## src/rtl/cpmc_pkg.sv

```systemverilog
// ----------------------------------------------------------------------------
// cpmc_pkg
// shared types, constants and helpers for the cascaded pi motor controller
// ----------------------------------------------------------------------------
package cpmc_pkg;

  // duty constants, unsigned q0.16
  localparam logic [15:0] DUTY_HALF = 16'd32768;
  localparam logic [15:0] DUTY_MIN  = 16'd1311;
  localparam logic [15:0] DUTY_MAX  = 16'd64225;

  // configuration register indexes
  localparam int CFG_IDX_W = 3;
  localparam logic [CFG_IDX_W-1:0] REG_SPEED_P   = 3'd0;
  localparam logic [CFG_IDX_W-1:0] REG_SPEED_I   = 3'd1;
  localparam logic [CFG_IDX_W-1:0] REG_CURRENT_P = 3'd2;
  localparam logic [CFG_IDX_W-1:0] REG_CURRENT_I = 3'd3;
  localparam logic [CFG_IDX_W-1:0] REG_PERIOD    = 3'd4;
  localparam logic [CFG_IDX_W-1:0] REG_MAX_CUR   = 3'd5;
  localparam logic [CFG_IDX_W-1:0] REG_MAX_VOLT  = 3'd6;

  // serial unit widths
  localparam int MUL_W  = 32;
  localparam int RES_W  = 45;
  localparam int SUM_W  = 46;
  localparam int QUOT_W = 48;

  // sequencer states
  typedef enum logic [3:0] {
    S_IDLE, S_LOAD, S_CERR, S_CMP, S_CMT, S_CMI, S_SPD, S_SMP,
    S_SMT, S_SMI, S_SMV, S_DUTY, S_DIV, S_OUT
  } state_t;

  // request to the serial multiplier
  typedef struct packed {
    logic                    start;
    logic                    sh20;
    logic signed [MUL_W-1:0] a;
    logic [MUL_W-1:0]        b;
  } mul_req_t;

  // request to the serial divider
  typedef struct packed {
    logic        start;
    logic [31:0] mag;
    logic [30:0] divisor;
  } div_req_t;

  // saturate to 32-bit signed
  function automatic logic signed [31:0] sat32(input logic signed [SUM_W-1:0] v);
    logic signed [31:0] r;
    if (v > 46'sd2147483647) r = 32'sh7fffffff;
    else if (v < -46'sd2147483648) r = 32'sh80000000;
    else r = v[31:0];
    return r;
  endfunction

endpackage

```

## src/rtl/cpmc_mul.sv

```systemverilog
// ----------------------------------------------------------------------------
// cpmc_mul
// bit-serial sign-magnitude multiplier, one multiplier bit per cycle
// ----------------------------------------------------------------------------
module cpmc_mul (
  input  logic                                  clk,
  input  logic                                  rst,
  input  cpmc_pkg::mul_req_t                    req,
  output logic                                  busy,
  output logic                                  done,
  output logic signed [cpmc_pkg::RES_W-1:0]     result
);
  import cpmc_pkg::*;

  logic [MUL_W-1:0] mag;
  logic [MUL_W-1:0] hi;
  logic [MUL_W-1:0] lo;
  logic [5:0]       cnt;
  logic             neg;
  logic             sh20;
  logic [MUL_W:0]   sum;
  logic [RES_W-1:0] magw;

  // one shift-add step
  assign sum = {1'b0, hi} + (lo[0] ? {1'b0, mag} : {(MUL_W+1){1'b0}});

  // control
  always_ff @(posedge clk) begin
    if (rst) begin
      busy <= 1'b0;
      done <= 1'b0;
      cnt  <= '0;
    end else begin
      done <= 1'b0;
      if (req.start) begin
        busy <= 1'b1;
        cnt  <= '0;
      end else if (busy) begin
        cnt <= cnt + 6'd1;
        if (cnt == 6'(MUL_W - 1)) begin
          busy <= 1'b0;
          done <= 1'b1;
        end
      end
    end
  end

  // operands and product
  always_ff @(posedge clk) begin
    if (req.start) begin
      mag  <= req.a[MUL_W-1] ? MUL_W'(-req.a) : MUL_W'(req.a);
      neg  <= req.a[MUL_W-1];
      sh20 <= req.sh20;
      hi   <= '0;
      lo   <= req.b;
    end else if (busy) begin
      hi <= sum[MUL_W:1];
      lo <= {sum[0], lo[MUL_W-1:1]};
    end
  end

  // scale and restore sign
  assign magw   = sh20 ? {1'b0, hi, lo[MUL_W-1:20]} : {13'd0, hi};
  assign result = neg ? -$signed(magw) : $signed(magw);

endmodule

```

## src/rtl/cpmc_div.sv

```systemverilog
// ----------------------------------------------------------------------------
// cpmc_div
// restoring divider, one quotient bit per cycle, for the duty ratio
// ----------------------------------------------------------------------------
module cpmc_div (
  input  logic                              clk,
  input  logic                              rst,
  input  cpmc_pkg::div_req_t                req,
  output logic                              done,
  output logic [cpmc_pkg::QUOT_W-1:0]       quot
);
  import cpmc_pkg::*;

  logic        busy;
  logic [5:0]  cnt;
  logic [31:0] rem;
  logic [30:0] dvs;
  logic [32:0] t;
  logic        ge;

  // trial subtract
  assign t  = {rem, quot[QUOT_W-1]};
  assign ge = t >= {2'b00, dvs};

  // control
  always_ff @(posedge clk) begin
    if (rst) begin
      busy <= 1'b0;
      done <= 1'b0;
      cnt  <= '0;
    end else begin
      done <= 1'b0;
      if (req.start) begin
        busy <= 1'b1;
        cnt  <= '0;
      end else if (busy) begin
        cnt <= cnt + 6'd1;
        if (cnt == 6'(QUOT_W - 1)) begin
          busy <= 1'b0;
          done <= 1'b1;
        end
      end
    end
  end

  // remainder and quotient shift
  always_ff @(posedge clk) begin
    if (req.start) begin
      rem  <= '0;
      dvs  <= req.divisor;
      quot <= {req.mag, 16'd0};
    end else if (busy) begin
      rem  <= ge ? 32'(t - {2'b00, dvs}) : t[31:0];
      quot <= {quot[QUOT_W-2:0], ge};
    end
  end

endmodule

```

## src/rtl/cascaded_pi_motor_controller.sv

```systemverilog
// path: an out-of-range motor goes straight to the output; with both loops and the
// duty stage on, an item takes six serial multiplies and one divide
// throughput: one item at a time; the next item is taken once the result is in
// the output register
// reset: gains and limits to their defaults, integrators and commands to zero,
// held duty to half
// ----------------------------------------------------------------------------
// cascaded_pi_motor_controller
// per-motor cascaded speed and current pi loops with anti-windup and duty output
// ----------------------------------------------------------------------------
module cascaded_pi_motor_controller #(
  parameter int MOTOR_COUNT = 4
) (
  input  logic                              clk,
  input  logic                              rst,
  input  logic                              cfg_valid,
  output logic                              cfg_ready,
  input  logic [cpmc_pkg::CFG_IDX_W-1:0]    cfg_index,
  input  logic [31:0]                       cfg_data,
  input  logic                              in_valid,
  output logic                              in_ready,
  input  logic [1:0]                        motor_index,
  input  logic [2:0]                        mode,
  input  logic signed [31:0]                speed_request,
  input  logic signed [31:0]                speed_measured,
  input  logic signed [31:0]                current_request,
  input  logic signed [31:0]                current_measured,
  input  logic signed [31:0]                voltage_request,
  input  logic [30:0]                       dc_link_voltage,
  output logic                              out_valid,
  input  logic                              out_ready,
  output logic [1:0]                        motor_id,
  output logic [15:0]                       duty_cycle,
  output logic signed [31:0]                voltage_command,
  output logic signed [31:0]                current_command
);
  import cpmc_pkg::*;

  localparam int IW = (MOTOR_COUNT > 1) ? $clog2(MOTOR_COUNT) : 1;

  // configuration
  logic [31:0] spg, sig, cpg, cig, sp;
  logic [30:0] imax, vmax;

  // per-motor state
  logic signed [31:0] s_int [MOTOR_COUNT];
  logic signed [31:0] c_int [MOTOR_COUNT];
  logic signed [31:0] s_cmd [MOTOR_COUNT];
  logic [15:0]        h_duty [MOTOR_COUNT];

  // item registers
  state_t             state, state_next;
  logic [1:0]         m_r;
  logic [2:0]         mode_r;
  logic signed [31:0] sreq, smeas, cmeas, volt;
  logic [30:0]        vdc_r;
  logic               bad;
  logic signed [31:0] ci, si, sc, err, icand;
  logic [15:0]        hd;
  logic signed [RES_W-1:0] pval;
  logic               issued;
  logic [IW-1:0]      idx;

  // serial units
  mul_req_t                mul_req;
  logic                    mul_busy, mul_done;
  logic signed [RES_W-1:0] mul_res;
  div_req_t                div_req;
  logic                    div_done;
  logic [QUOT_W-1:0]       quot;

  logic                    spd_on, cur_on, dut_on, mul_state, out_load;
  logic signed [SUM_W-1:0] dsum, vmax_s, imax_s, integ_sum;
  logic signed [31:0]      vclamp;
  logic                    vhold, chold;
  logic signed [31:0]      cclamp;
  logic [15:0]             duty_div;
  logic [16:0]             dsig;

  assign spd_on = mode_r[0];
  assign cur_on = mode_r[1];
  assign dut_on = mode_r[2];
  assign idx    = IW'(m_r);
  assign cfg_ready = 1'b1;
  assign in_ready  = (state == S_IDLE);
  assign out_load  = (state == S_OUT) && (!out_valid || out_ready);

  cpmc_mul u_mul (
    .clk    (clk),
    .rst    (rst),
    .req    (mul_req),
    .busy   (mul_busy),
    .done   (mul_done),
    .result (mul_res)
  );

  cpmc_div u_div (
    .clk  (clk),
    .rst  (rst),
    .req  (div_req),
    .done (div_done),
    .quot (quot)
  );

  // configuration writes
  always_ff @(posedge clk) begin
    if (rst) begin
      spg  <= 32'd336;
      sig  <= 32'd197;
      cpg  <= 32'd2778726;
      cig  <= 32'd1279451464;
      sp   <= 32'd4294967;
      imax <= 31'd131072000;
      vmax <= 31'd786432;
    end else if (cfg_valid) begin
      unique case (cfg_index)
        REG_SPEED_P:   spg  <= cfg_data;
        REG_SPEED_I:   sig  <= cfg_data;
        REG_CURRENT_P: cpg  <= cfg_data;
        REG_CURRENT_I: cig  <= cfg_data;
        REG_PERIOD:    sp   <= cfg_data;
        REG_MAX_CUR:   imax <= cfg_data[30:0];
        REG_MAX_VOLT:  vmax <= cfg_data[30:0];
        default: ;
      endcase
    end
  end

  // state register
  always_ff @(posedge clk) begin
    if (rst) state <= S_IDLE;
    else     state <= state_next;
  end

  // next state and unit requests
  always_comb begin
    state_next  = state;
    mul_state   = 1'b0;
    mul_req.sh20 = 1'b1;
    mul_req.a   = err;
    mul_req.b   = cpg;
    unique case (state)
      S_IDLE: if (in_valid) state_next = S_LOAD;
      S_LOAD: begin
        if (bad)         state_next = S_OUT;
        else if (cur_on) state_next = S_CERR;
        else             state_next = S_SPD;
      end
      S_CERR: state_next = S_CMP;
      S_CMP: begin
        mul_state = 1'b1;
        if (mul_done) state_next = S_CMT;
      end
      S_CMT: begin
        mul_state = 1'b1;
        mul_req.sh20 = 1'b0;
        mul_req.b = sp;
        if (mul_done) state_next = S_CMI;
      end
      S_CMI: begin
        mul_state = 1'b1;
        mul_req.a = icand;
        mul_req.b = cig;
        if (mul_done) state_next = S_SPD;
      end
      S_SPD: state_next = spd_on ? S_SMP : S_DUTY;
      S_SMP: begin
        mul_state = 1'b1;
        mul_req.b = spg;
        if (mul_done) state_next = cur_on ? S_SMT : S_SMV;
      end
      S_SMT: begin
        mul_state = 1'b1;
        mul_req.sh20 = 1'b0;
        mul_req.b = sp;
        if (mul_done) state_next = S_SMI;
      end
      S_SMI: begin
        mul_state = 1'b1;
        mul_req.a = icand;
        mul_req.b = sig;
        if (mul_done) state_next = S_DUTY;
      end
      S_SMV: begin
        mul_state = 1'b1;
        mul_req.a = si;
        mul_req.b = sig;
        if (mul_done) state_next = S_DUTY;
      end
      S_DUTY: state_next = (dut_on && vdc_r != 31'd0) ? S_DIV : S_OUT;
      S_DIV:  if (div_done) state_next = S_OUT;
      S_OUT:  if (!out_valid || out_ready) state_next = S_IDLE;
      default: state_next = S_IDLE;
    endcase
    mul_req.start   = mul_state && !issued;
    div_req.start   = (state == S_DUTY) && dut_on && (vdc_r != 31'd0);
    div_req.mag     = volt[31] ? 32'(-volt) : 32'(volt);
    div_req.divisor = vdc_r;
  end

  // multiplier issue flag
  always_ff @(posedge clk) begin
    if (rst)                issued <= 1'b0;
    else if (mul_done)      issued <= 1'b0;
    else if (mul_req.start) issued <= 1'b1;
  end

  // sums and clamps
  assign dsum      = SUM_W'(pval) + SUM_W'(mul_res);
  assign integ_sum = ((state == S_CMT) ? SUM_W'(ci) : SUM_W'(si)) + SUM_W'(mul_res);
  assign vmax_s    = $signed({15'd0, vmax});
  assign imax_s    = $signed({15'd0, imax});

  always_comb begin
    vhold = 1'b0;
    if (dsum > vmax_s) begin
      vclamp = $signed({1'b0, vmax});
      vhold  = !err[31] && err != 32'sd0;
    end else if (dsum < -vmax_s) begin
      vclamp = -$signed({1'b0, vmax});
      vhold  = err[31];
    end else begin
      vclamp = dsum[31:0];
    end
    chold = 1'b0;
    if (dsum > imax_s) begin
      cclamp = $signed({1'b0, imax});
      chold  = !err[31] && err != 32'sd0;
    end else if (dsum < 46'sd0) begin
      cclamp = 32'sd0;
      chold  = err[31];
    end else begin
      cclamp = dsum[31:0];
    end
  end

  // quotient to duty
  always_comb begin
    dsig = volt[31] ? 17'(DUTY_HALF) - {2'b00, quot[14:0]}
                    : 17'(DUTY_HALF) + {2'b00, quot[14:0]};
    if (quot[QUOT_W-1:15] != '0)     duty_div = volt[31] ? DUTY_MIN : DUTY_MAX;
    else if (dsig > 17'(DUTY_MAX))   duty_div = DUTY_MAX;
    else if (dsig < 17'(DUTY_MIN))   duty_div = DUTY_MIN;
    else                             duty_div = dsig[15:0];
  end

  // item datapath
  always_ff @(posedge clk) begin
    if (state == S_IDLE && in_valid) begin
      m_r    <= motor_index;
      mode_r <= mode;
      sreq   <= speed_request;
      smeas  <= speed_measured;
      sc     <= current_request;
      cmeas  <= current_measured;
      volt   <= voltage_request;
      vdc_r  <= dc_link_voltage;
      bad    <= !(32'(motor_index) < MOTOR_COUNT);
    end
    case (state)
      S_LOAD: if (!bad) begin
        ci <= cur_on ? c_int[idx] : 32'sd0;
        si <= spd_on ? s_int[idx] : 32'sd0;
        if (spd_on) sc <= s_cmd[idx];
        hd <= h_duty[idx];
      end
      S_CERR: err <= sat32(SUM_W'(sc) - SUM_W'(cmeas));
      S_CMP, S_SMP: if (mul_done) pval <= mul_res;
      S_CMT, S_SMT: if (mul_done) icand <= sat32(integ_sum);
      S_CMI: if (mul_done) begin
        volt <= vclamp;
        if (!vhold) ci <= icand;
      end
      S_SPD: if (spd_on) err <= sat32(SUM_W'(sreq) - SUM_W'(smeas));
      S_SMI: if (mul_done) begin
        sc <= cclamp;
        if (!chold) si <= icand;
      end
      S_SMV: if (mul_done) volt <= vclamp;
      S_DUTY: if (dut_on && vdc_r == 31'd0) begin
        if (volt[31])            hd <= DUTY_MIN;
        else if (volt != 32'sd0) hd <= DUTY_MAX;
        else                     hd <= DUTY_HALF;
      end
      S_DIV: if (div_done) hd <= duty_div;
      default: ;
    endcase
  end

  // per-motor state write back
  always_ff @(posedge clk) begin
    if (rst) begin
      for (int i = 0; i < MOTOR_COUNT; i++) begin
        s_int[i]  <= 32'sd0;
        c_int[i]  <= 32'sd0;
        s_cmd[i]  <= 32'sd0;
        h_duty[i] <= DUTY_HALF;
      end
    end else if (out_load && !bad) begin
      s_int[idx]  <= si;
      c_int[idx]  <= ci;
      s_cmd[idx]  <= sc;
      h_duty[idx] <= hd;
    end
  end

  // output register
  always_ff @(posedge clk) begin
    if (rst) begin
      out_valid <= 1'b0;
    end else if (out_load) begin
      out_valid <= 1'b1;
    end else if (out_ready) begin
      out_valid <= 1'b0;
    end
  end

  always_ff @(posedge clk) begin
    if (out_load) begin
      motor_id        <= m_r;
      duty_cycle      <= bad ? DUTY_HALF : hd;
      voltage_command <= bad ? 32'sd0 : volt;
      current_command <= bad ? 32'sd0 : sc;
    end
  end

  // checks
  a_mul_idle: assert property (@(posedge clk) disable iff (rst)
    mul_req.start |-> !mul_busy)
    else $error("multiplier started while busy");

  a_div_nonzero: assert property (@(posedge clk) disable iff (rst)
    div_req.start |-> vdc_r != 31'd0)
    else $error("divide started with zero dc link");

  a_cmd_positive: assert property (@(posedge clk) disable iff (rst)
    (state == S_SMI && mul_done) |=> !sc[31])
    else $error("current command negative after speed loop");

  a_duty_range: assert property (@(posedge clk) disable iff (rst)
    (out_load && !bad) |-> ((hd >= DUTY_MIN && hd <= DUTY_MAX) || hd == DUTY_HALF))
    else $error("held duty out of range");

endmodule
```

## config.mk

```make
export PLATFORM = sky130hd
export DESIGN_NAME = cascaded_pi_motor_controller
export DESIGN_NICKNAME = d
export VERILOG_FILES = /design/src/rtl/cpmc_pkg.sv /design/src/rtl/cpmc_mul.sv /design/src/rtl/cpmc_div.sv /design/src/rtl/cascaded_pi_motor_controller.sv
export SDC_FILE = /design/constraint.sdc
export NUM_CORES = 2
export LEC_CHECK = 0
export ABC_CLOCK_PERIOD_IN_PS = 14650
export BUFFER_PORTS_ARGS = -buffer_cell sky130_fd_sc_hd__buf_2
export CORE_MARGIN = 1
export CORE_UTILIZATION = 55
export DETAILED_ROUTE_END_ITERATION = 10
export PLACE_DENSITY = 0.73
export SYNTH_ARGS = -nofsm -noshare
export SYNTH_HDL_FRONTEND = slang
export SYNTH_SLANG_ARGS = --single-unit
```

## constraint.sdc

```tcl
create_clock -name clk -period 14.65 [get_ports clk]
set_clock_uncertainty 0.05 [all_clocks]
set_input_delay 0.7325 -clock clk [delete_from_list [all_inputs] [get_ports clk]]
set_output_delay 0.7325 -clock clk [all_outputs]
set_load 0.01 [all_outputs]
```

==> results by group <==
Floorplanning
  – Die Height: 368 um
  – FP Rows: 133
  – # IOs: 321
  – Die width: 368 um
  – Core ar.: 0.132 mm2
  – Initial Utilization: 55.7%
  – Die area: 0.136 mm2

Placement
  – Inst Count DP: 8,808
  – Pre-CTS WS: 5100 ps
  – GP Congestion: 0.989
  – Buffers on Ports: 319
  – Dpl hpwl: 152,000 um

Global route
  – Gr usage total: 32.0%
  – Largest net degree at the start of global routing: 123
  – First-pass GRT wire length: 331,000 um
  – GR Overflow Total: 0
  – Vias in the first global route: 54,400
  – Initial antenna violation count: 14

Drt
  – WL/cell: 24.3 um
  – DR vias/cell: 6.29
  – Number of routed nets with antenna violations: 0
  – # DRC: 0
  – Total vias in the final route: 57,100
  – First-pass iteration count of the detailed router: 9
  – WL final: 220,000 um
  – DR iter-0 viols: 6,778

Synth
  – Adder-cell area share of the yosys netlist: 5.78%
  – Top-area cell type share of the netlist area: 39.9%
  – Compound-gate portion of the synthesized area: 13.7%
  – Syn Nets: 7,604
  – Flop and latch count out of synthesis: 1,370
  – Mux cell area share after synthesis: 6.41%
  – Simple-gate share of the synthesized area: 16.4%
  – Area of the mapped netlist: 0.0737 mm2
  – Main combinational cell family by area after synthesis: simple AND/OR/NAND/NOR gates
  – Top FF cell, synth: edfxtp_1
  – Register area share after synthesis: 50.5%
  – Area leader, netlist: edfxtp_1
  – Number of synthesized flops with an enable pin: 980
  – Ys async rst share: 0%
  – Synth warn: 0
  – Post-Synthesis Cells: 7,032
  – Synth top area cells: edfxtp_1 40%, dfxtp_1 11%, ha_1 5.6%, nand2_1 4.7%, and2_1 4.1%
  – Synth cell types: 91
  – Synth Area per Inst: 10.5 um2
  – Xor/xnor share of the synthesized area: 3.85%

Setup path
  – Req. time, crit path: 15,310 ps
  – Crit-path slowest cell: buf_4
  – Top delay family on crit path: simple AND/OR/NAND/NOR gates
  – CP peak stage delay: 770 ps
  – Worst-path fanout max: 97
  – Worst path arrival time: 10,400 ps
  – Buf+Inv Stages, Crit Path: 4
  – CP startpoint kind: register
  – Crit path kind: register to register
  – Crit. End Element: register

Clock tree
  – Number of hold-repair buffers added at the cts stage: 0
  – # H-tree levels: 4
  – Clock-pin slew on the worst setup and hold paths: 60 ps
  – TritonCTS Sinks: 1,370
  – Clock Latency Late Sink: 810 ps
  – CTS resizes: 0
  – CTS tree: yes
  – Clock buffer depth: 3
  – CTS root buffer: clkbuf_16
  – Num CTS Buffers: 146
  – Setup bufs post-CTS: 0

Timing
  – Final hold violations: 0
  – Relative slew slack: 3.94%
  – Endpoints failing setup: 0
  – Fin worst setup slack: 4910 ps
  – Max Fclk: 0.103 GHz
  – Setup TNS: 0 ps
  – Pins over their slew limit: 0
  – RSZ-0062 raised after global routing: no
  – Worst Tran Pin Value: 1430 ps
  – Final period util: 66.5%
  – Fin crit period: 9740 ps

Finish
  – Area Growth Syn to Fin: 10.9%
  – Fillers: 10,700
  – Non-Filler Instances: 9,082
  – Register area: 0.0372 mm2
  – Most common cell after layout, fill and taps aside: edfxtp_1
  – Share of cells above drive strength 1: 12.0%
  – Final net count: 7,773
  – Final Core Density: 61.8%
  – Multi-input logic area: 0.0343 mm2
  – Most frequent cells in the layout: 980 x edfxtp_1, 917 x nand2_1, 486 x and2_1

Power
  – Tot Pwr: 18.3 mW
  – Max VDD drop: 0.194 mV
  – Pwr per Cell Area: 224 mW/mm2
  – Leakage: 31.5 nW

Flow run
  – Max_cap viols: 0

Status
  – Status: finished clean

Min path
  – Hold/Removal Path Class: input pin to register
==> kinds of logic (layout without fill, tap and decap cells) <==
| family | after synthesis | after routing |
|---|---|---|
| simple gates | 2480 | 2480 |
| compound gates | 1542 | 1542 |
| flops | 1370 | 1370 |
| buf+inv | 652 | 941 |
| fa+ha+maj | 337 | 337 |
| mux | 326 | 326 |
| xor+xnor | 324 | 324 |
| other cells | 1 | 7 |
==> metrics by stage <==
step                      instance area [um2]  hold slack, ps
after floorplan                         73700             356
after global placement                  77000             384
after detailed placement                77000             390
after CTS                               81800            15.1
after global routing                    81800            30.3
final                                   81800            56.5
==> cells in the mapped netlist, types with 38 or more instances <==
master      n
a211oi_1   61
a21o_1    103
a21oi_1   472
a222oi_1   49
a22o_1     69
a31oi_1    45
and2_1    488
and3_1     38
clkbuf_1  336
dfxtp_1   390
edfxtp_1  980
ha_1      330
inv_1     261
mux2_2     48
mux2i_1   166
mux4_2    112
nand2_1   920
nand2b_1   59
nand3_1   115
nand3b_1   55
nand4_1    68
nor2_1    405
nor2b_1    62
nor3_1    126
nor4_1     47
o211ai_1   38
o21a_1     52
o21ai_0   315
xnor2_1   196
xor2_1    128
==> final timing paths <==
kind                              from                endpoint  slack [ps]  cells after the start
hold / removal    current_measured[24]     cmeas[24]$_DFFE_PP_          60                      1
setup reg to reg  u_mul.sh20$_DFFE_PP_        volt[30]$_DFF_P_        4910                     32
setup / recovery  u_mul.sh20$_DFFE_PP_        volt[30]$_DFF_P_        4910                     32
hold reg to reg     vdc_r[1]$_DFFE_PP_  u_div.dvs[1]$_DFFE_PP_         400                      0
==> report_power, final <==
group	internal (mW)	leakage, nW	switching (mW)
Combinational	3.37	16.5	5.58
Sequential	5.00	12.7	0.696
Clock	2.08	2.29	1.59
Total	10.4	31.5	7.87
==> sequential cells by signal (all words and copies together) (netlist names), 45 cells and up, named ones only <==
signal,cells
u_div.quot,48
pval,45
c_int,128
s_int,128
h_duty,64
s_cmd,128
==> final cells by class <==
type | instances | share of cell area [%]
Sequential cell | 1370 | 45.6
Multi-Input combinational cell | 5010 | 41.9
Clock buffer | 205 | 5.01
Timing Repair Buffer | 408 | 2.81
Tap cell | 1755 | 2.69
Inverter | 265 | 1.23
Clock inverter | 63 | 0.805
Antenna cell | 6 | 0.0184
==> metal layers <==
layer | global-route usage, % | wire length (um) | up-vias
met2 | 49.9 | 100000 | 2875
met5 | 0 | 85 | -
met3 | 5.88 | 21300 | 493
met1 | 43.7 | 89100 | 27700
met4 | 13.9 | 9700 | 6
li1 | - | - | 26000
No activity file was read; power rests on OpenSTA's default activity.
